<file path="config.mk">
export PLATFORM = sky130hd
export DESIGN_NAME = wbtd_ctrl
export DESIGN_NICKNAME = d
export VERILOG_FILES = /design/src/design/wbtd_pkg.sv /design/src/design/wbtd_ctrl.sv
export SDC_FILE = /design/constraint.sdc
export NUM_CORES = 1
export LEC_CHECK = 0
export BUFFER_PORTS_ARGS = -buffer_cell sky130_fd_sc_hd__clkbuf_2
export CAP_MARGIN = 20
export CORE_AREA = 2 2 39 41
export CTS_BUF_LIST = sky130_fd_sc_hd__clkbuf_4 sky130_fd_sc_hd__clkbuf_8
export DETAILED_ROUTE_END_ITERATION = 8
export DIE_AREA = 0 0 41 43
export SLEW_MARGIN = 15
export SYNTH_ARGS = -nofsm -noshare
export SYNTH_HDL_FRONTEND = slang
export SYNTH_SLANG_ARGS = --single-unit
</file>
<file path="constraint.sdc">
create_clock -name clk -period 3.1 [get_ports clk]
set_input_delay 0.62 -clock clk [delete_from_list [all_inputs] [get_ports clk]]
set_output_delay 0.62 -clock clk [all_outputs]
set_load 0.005 [all_outputs]
</file>
<file path="src/design/wbtd_pkg.sv">
// Package: shared constants, codes and controller/datapath types for the word-break unit.
`default_nettype none
package wbtd_pkg;

	localparam int NODE_COUNT = 1024;
	localparam int MAX_WORD   = 32;
	localparam int ALPHABET   = 26;

	localparam int LETTER_W = 5;
	localparam int KIND_W   = 2;
	localparam int STATUS_W = 2;

	localparam logic [KIND_W-1:0] KIND_DICT  = 2'd0;
	localparam logic [KIND_W-1:0] KIND_TEXT  = 2'd1;
	localparam logic [KIND_W-1:0] KIND_CLEAR = 2'd2;

	localparam logic [STATUS_W-1:0] STATUS_OK   = 2'd0;
	localparam logic [STATUS_W-1:0] STATUS_FULL = 2'd1;
	localparam logic [STATUS_W-1:0] STATUS_LONG = 2'd2;

	localparam logic ANSWER_ACK  = 1'b0;
	localparam logic ANSWER_TEXT = 1'b1;

	// commands from controller to datapath
	typedef struct packed {
		logic accept;
		logic clr_step;
		logic ins1_step;
		logic ins2_init;
		logic ins2_step;
		logic txt_step;
		logic emit;
	} cmd_t;

	// status from datapath to controller
	typedef struct packed {
		logic [KIND_W-1:0] kind;
		logic              last;
		logic              word_reject;
		logic              step_done;
		logic              full;
		logic              clr_done;
		logic              out_free;
	} stat_t;

endpackage
`default_nettype wire

</file>
<file path="src/design/wbtd_ctrl.sv">
// Controller: sequences clearing, word insertion, text walks and result transfer.
`default_nettype none
module wbtd_ctrl (
	input  wire logic            clk,
	input  wire logic            arst_n,
	input  wire logic            in_valid,
	output logic                 in_ready,
	input  wire wbtd_pkg::stat_t st,
	output wbtd_pkg::cmd_t       cmd
);

	localparam logic [2:0] S_CLR   = 3'd0;
	localparam logic [2:0] S_IDLE  = 3'd1;
	localparam logic [2:0] S_INS1  = 3'd2;
	localparam logic [2:0] S_INS2R = 3'd3;
	localparam logic [2:0] S_INS2  = 3'd4;
	localparam logic [2:0] S_TXT   = 3'd5;
	localparam logic [2:0] S_EMIT  = 3'd6;

	logic [2:0] state_q, state_d;
	logic       acc;

	assign in_ready = (state_q == S_IDLE);
	assign acc      = in_valid && in_ready;

	// decode next state and commands
	always_comb begin
		state_d = state_q;
		cmd     = '0;
		case (state_q)
			S_CLR: begin
				cmd.clr_step = 1'b1;
				if (st.clr_done) state_d = S_IDLE;
			end
			S_IDLE: begin
				cmd.accept = acc;
				if (acc) begin
					case (st.kind)
						wbtd_pkg::KIND_DICT: begin
							if (st.last) state_d = st.word_reject ? S_EMIT : S_INS1;
						end
						wbtd_pkg::KIND_TEXT:  state_d = S_TXT;
						wbtd_pkg::KIND_CLEAR: state_d = S_CLR;
						default:              state_d = S_IDLE;
					endcase
				end
			end
			S_INS1: begin
				cmd.ins1_step = 1'b1;
				if (st.step_done) state_d = st.full ? S_EMIT : S_INS2R;
			end
			S_INS2R: begin
				cmd.ins2_init = 1'b1;
				state_d       = S_INS2;
			end
			S_INS2: begin
				cmd.ins2_step = 1'b1;
				if (st.step_done) state_d = S_EMIT;
			end
			S_TXT: begin
				cmd.txt_step = 1'b1;
				if (st.step_done) state_d = S_EMIT;
			end
			S_EMIT: begin
				cmd.emit = st.out_free;
				if (st.out_free) state_d = S_IDLE;
			end
			default: state_d = S_IDLE;
		endcase
	end

	// advance state
	always_ff @(posedge clk or negedge arst_n) begin
		if (!arst_n) state_q <= S_CLR;
		else state_q <= state_d;
	end

endmodule
`default_nettype wire

</file>
==> results.toml, run 1 <==
[cells_and_area]
regMostFlops = "state_q"
n_fill_cell = 144
largestRegisters = "state_q: 3 flops"
area_growth_pct = 36.9
largest_reg_flops = 3
num-nets-final = 72
layout.cells.non_filler = 76
num_antenna_cells = 0
drive_gt1_share_pct = 41.7
multiInputGateArea_sq_um = 205
regArea_sq_um = 75.1
final_util_pct = 31.2

[route]
post_drt_wl_per_cell_microns = 9.61
num_vias = 357
drt_iter0_markers = 9
final_antenna_net_count = 0
drcViolationCount = 0
wl_microns = 730
viasPerCell = 4.70
firstDrtPassIters = 4

[placement]
portBuffers = 18
dp.cells = 72
gp_congestion = 0.794

[critical_path]
required_ns = 2.48
reg2reg_from = "state_q[2]"
rr_endpoint = "state_q[0]"
rr_worst_depth = 3
critPathKind = "flop to output port"
critical_path.max_stage_delay_ns = 0.53
cp-start-kind = "flop"
critPathTopFamily = "flip-flops"
cp_max_fo = 16
crit_chain = "nor3b_1 > and2_1 > clkbuf_2"
slowest_stage = "dfrtp_1"
crit_arrival_ns = 1.37
end_kind = "output port"
worst-path-buf-inv = 1
ff2ff_setup_slack_ns = 1.56

[timing]
finalMaxSlewViolations = 0
finalHoldViolations = 0
max_slew.worst_pin.slew_ns = 0.455
setup_viol = 0
fin_crit_ns = 1.99
max_freq_mhz = 504
finalCritPeriodShare_pct = 64.0
hold_ws_ns = 0.167
grt_setup_unrepaired = "no"
slew_headroom_pct = 69.7
finalSetupTns_ns = 0
fin_worst_skew_ns = 0.000430

[run_status]
status = "completed"

[clocking]
cts_tree = "yes"
root_buffer = "clkbuf_4"
ctsHoldBuffers = 0
cts.clk_slew.worst_paths_ns = 0.04
clockBufferDepth = 2
insertion_delay_ns = 0.24
clock_sinks = 3
cts_buffers = 3
cts_htree_levels = 1
cts_resized = 0
post_cts_buffers = 0

[yosys]
syn_area_sq_um = 315
ys_seq_elements = 3
synth-edff-count = 0
synth.most_common_cell = "nor2_1"
synth.top_cells.by_count = "nor2_1 (4), and2_1 (3), dfrtp_1 (3), inv_1 (3), nand2_1 (3)"
synth_cell_types = 24
yosys.area.top_type = "dfrtp_1"
avgSynthCellArea_sq_um = 7.51
yosys-top-cells-area = "dfrtp_1 (24%), and2_1 (6.0%), nor2_1 (4.8%), o31ai_1 (4.8%), a31oi_1 (4.0%)"
seq_area_frac_synth_pct = 23.8
async_flop_share_pct = 100
yosys_warnings = 0
synth-main-ff-cell = "dfrtp_1"
synth.net_count = 53
netlist_instances = 42
synth_top_cell_area_share_pct = 23.8

[global_routing]
grtUsageTotal_pct = 11.7
grt_use_met1_pct = 15.3
grt-busiest-layer = "met1"
gr-total-overflow = 0
grt_max_degree = 17
grt_pass1_vias = 327
use_met2_pct = 14.1
grt_pass1_wl_mm = 1.32
antenna_found_initial = 0
grt_use_met3_pct = 4.71

[floorplan]
die_x_microns = 41
io_pins = 19
start_util_pct = 22.8
fp-row-count = 14
dieArea_sq_um = 1760
die_y_microns = 43
core-area_sq_um = 1380

[power]
p_leak_nw = 0.223
irDropWorstVdd_mv = 0.230
power.density_nw_per_um2 = 893

[job]
cap_violations = 0

[worst_hold_path]
hold_path_class = "input port to async pin"
[cell type report]
class / count / area share (%)
multi-input cells: 32 / 47.5
repair buffers: 18 / 20.9
flip-flops and latches: 3 / 17.4
clock buffers: 4 / 6.96
well taps: 16 / 4.64
inverters: 3 / 2.61
[placed cells by master (no fill, tap or decap)]
| master | n |
|---|---|
| and3b_1 | 1 |
| or4b_1 | 1 |
| clkbuf_4 | 4 |
| a211o_1 | 1 |
| dfrtp_1 | 3 |
| mux2i_1 | 1 |
| o31a_2 | 1 |
| nor3b_1 | 1 |
| mux2_2 | 1 |
| or2_2 | 1 |
| o31ai_1 | 2 |
| and2_1 | 3 |
| nor3_1 | 2 |
| o41ai_1 | 1 |
| a31oi_1 | 2 |
| nand2b_1 | 2 |
| a32oi_1 | 1 |
| inv_1 | 3 |
| nor2_1 | 4 |
| clkbuf_2 | 18 |
| nand2_1 | 3 |
| a21oi_1 | 2 |
| o21ai_0 | 2 |
[report_power, final]
| group | internal (mW) | total (mW) | switching (mW) |
|---|---|---|---|
| Clock | 0.0572 | 0.0815 | 0.0243 |
| Combinational | 0.104 | 0.180 | 0.0756 |
| Sequential | 0.0590 | 0.124 | 0.0652 |
[kinds of logic after synthesis]
kind of cell / Yosys count / synth area share (%)
and+or+nand+nor: 18 / 31.7
AOI/OAI and AO/OA: 12 / 26.6
buffers and inverters: 7 / 11.1
DFF: 3 / 23.8
muxes: 2 / 6.75
[through the flow]
step / power, mW / area, sq um / setup slack (ns)
CTS: 0.390 / 432 / 1.10
detailed placement: 0.306 / 402 / 1.36
floorplan: 0.259 / 315 / 1.54
finish: 0.386 / 432 / 1.11
global route: 0.431 / 432 / 0.944
global placement: 0.304 / 402 / 1.39
[worst max path at each step]
| stage | to | slack, ns | cells past startpoint | start |
|---|---|---|---|---|
| floorplan | cmd[6] | 1.54 | 3 | state_q[2] |
| detailed placement | cmd[6] | 1.36 | 3 | state_q[2] |
| global placement | cmd[6] | 1.39 | 3 | state_q[2] |
| CTS | cmd[6] | 1.10 | 3 | state_q[2] |
| global route | cmd[6] | 0.94 | 3 | state_q[2] |
| finish | cmd[6] | 1.11 | 3 | state_q[2] |
[layer usage]
metal | share of wire, % | wire, microns
met3 | 5.6 | 41
met5 | 0 | 0
met4 | 2.1 | 15
met1 | 44 | 319
met2 | 48 | 354
Power figures use the tool's default switching activity.
==> run 2, diff against run 1 <==
==> constraint.sdc (replaced) <==
create_clock -name clk -period 1.65 [get_ports clk]
set_input_delay 0.33 -clock clk [delete_from_list [all_inputs] [get_ports clk]]
set_output_delay 0.33 -clock clk [all_outputs]
set_load 0.005 [all_outputs]
==> results.toml, run 2 (synthesized netlist as in run 1, its figures left out) <==
[run_status]
status = "completed"

[timing]
finalHoldViolations = 0
setup_viol = 0
grt_setup_unrepaired = "no"
finalCritPeriodShare_pct = 93.6
fin_crit_ns = 1.55
setup_ws_ns = 0.105
finalMaxSlewViolations = 0
fin_worst_skew_ns = 0.000480
max_slew.worst_pin.slew_ns = 0.281
slew_headroom_pct = 81.0
finalSetupTns_ns = 0
hold_ws_ns = 0.424
max_freq_mhz = 647

[route]
viasPerCell = 4.61
post_drt_wl_per_cell_microns = 9.29
wl_microns = 743
drt_iter0_markers = 1
drcViolationCount = 0
final_antenna_net_count = 0
firstDrtPassIters = 4
num_vias = 369

[power]
seqPwrFrac_pct = 20.6
clkPwrFrac_pct = 18.9
p_total_mw = 0.780
irDropWorstVdd_mv = 0.568
cell_internal_pwr_mw = 0.466
p_sw_mw = 0.314
p_comb_share_pct = 60.5
power.density_nw_per_um2 = 1660
p_leak_nw = 0.244
p_sw_share_pct = 40.3

[clocking]
clockBufferDepth = 2
cts_buffers = 3
cts_tree = "yes"
cts_htree_levels = 1
post_cts_buffers = 0
cts.clk_slew.worst_paths_ns = 0.04
insertion_delay_ns = 0.23
root_buffer = "clkbuf_4"
clock_sinks = 3

[critical_path]
rr_endpoint = "state_q[0]"
end_kind = "output port"
cp-start-kind = "flop"
critical_path.max_stage_delay_ns = 0.50
cp_max_fo = 10
worst-path-buf-inv = 2
critPathTopFamily = "flip-flops"
crit_arrival_ns = 1.22
slowest_stage = "dfrtp_1"
crit_chain = "buf_4 > and3b_1 > clkbuf_2"
rr_worst_depth = 3
reg2reg_from = "state_q[2]"
ff2ff_setup_slack_ns = 0.21
required_ns = 1.32
critPathKind = "flop to output port"

[floorplan]
start_util_pct = 22.8
core-area_sq_um = 1380
io_pins = 19
fp-row-count = 14
die_x_microns = 41
dieArea_sq_um = 1760
die_y_microns = 43

[placement]
place_hpwl_microns = 585
portBuffers = 18
dp_slack_ns = 0.214
dp.cells = 75
gp_congestion = 0.737

[global_routing]
grtUsageTotal_pct = 10.8
gr-total-overflow = 0
grt_pass1_vias = 328
grt_pass1_wl_mm = 1.22
antenna_found_initial = 0
grt_max_degree = 12

[cells_and_area]
largestRegisters = "state_q: 3 flops"
layout.cells.non_filler = 80
num_antenna_cells = 0
drive_gt1_share_pct = 45.3
area_growth_pct = 48.8
layout_commonest_cell = "clkbuf_2"
largest_reg_flops = 3
most-common-layout-cells = "clkbuf_2 (18), nor2_1 (4), clkbuf_4 (4)"
regMostFlops = "state_q"
num-nets-final = 76

[job]
cap_violations = 0

[worst_hold_path]
hold_path_class = "input port to async pin"
## run 2: cell types whose count changed in the layout (fill, tap and decap cells not counted), sizes merged
cell         delta
dlygate4sd3     +1
buf             +3
## run 2: metrics by stage
| stage | util [%] | cell area [sq um] |
|---|---|---|
| global route | 33.9 | 469 |
| floorplan | - | 315 |
| global placement | 30.7 | 424 |
| CTS | 33.9 | 469 |
| detailed placement | 30.7 | 424 |
| finish | 33.9 | 469 |
## run 2: cell type report
cell class,instances,area (sq um)
tap,16,20.0
inverter,3,11.3
clock buffer,4,30.0
sequential,3,75.1
timing repair buffer,22,123
fill,160,915
multi-input combinational,32,210
## run 2: layer usage
metal | global-route usage, % | wire, microns | vias up
met4 | 10.0 | 0 | 0
met5 | 0 | 0 | -
met1 | 11.6 | 319 | 160
li1 | - | - | 196
met3 | 4.71 | 45 | 0
met2 | 14.7 | 378 | 13
## run 2: worst max path at each step
stage / from / endpoint / slack (ns) / cells past startpoint
4_1_cts: state_q[2] / cmd[6] / 0.08 / 3
5_1_grt: state_q[2] / cmd[6] / 0.03 / 3
6_report: state_q[2] / cmd[3] / 0.10 / 3
2_1_floorplan: state_q[2] / state_q[0] / 0.29 / 4
3_3_place_gp: state_q[2] / state_q[0] / 0.23 / 3
3_5_place_dp: state_q[2] / state_q[0] / 0.21 / 3
## run 2: power groups by stage
| stage | registers, mW | logic (mW) | clock network (mW) |
|---|---|---|---|
| after floorplan | 0.131 | 0.356 | 0 |
| after global placement | 0.158 | 0.467 | 0 |
| after detailed placement | 0.159 | 0.471 | 0 |
| after CTS | 0.163 | 0.480 | 0.154 |
| after global routing | 0.167 | 0.531 | 0.161 |
| final | 0.161 | 0.472 | 0.147 |
## run 2: timing repair
item,CTS,global route
endpoints found under the hold margin,3,0
gates resized for setup,1,0
hold buffers,1,0
endpoints found under the setup margin,1,0
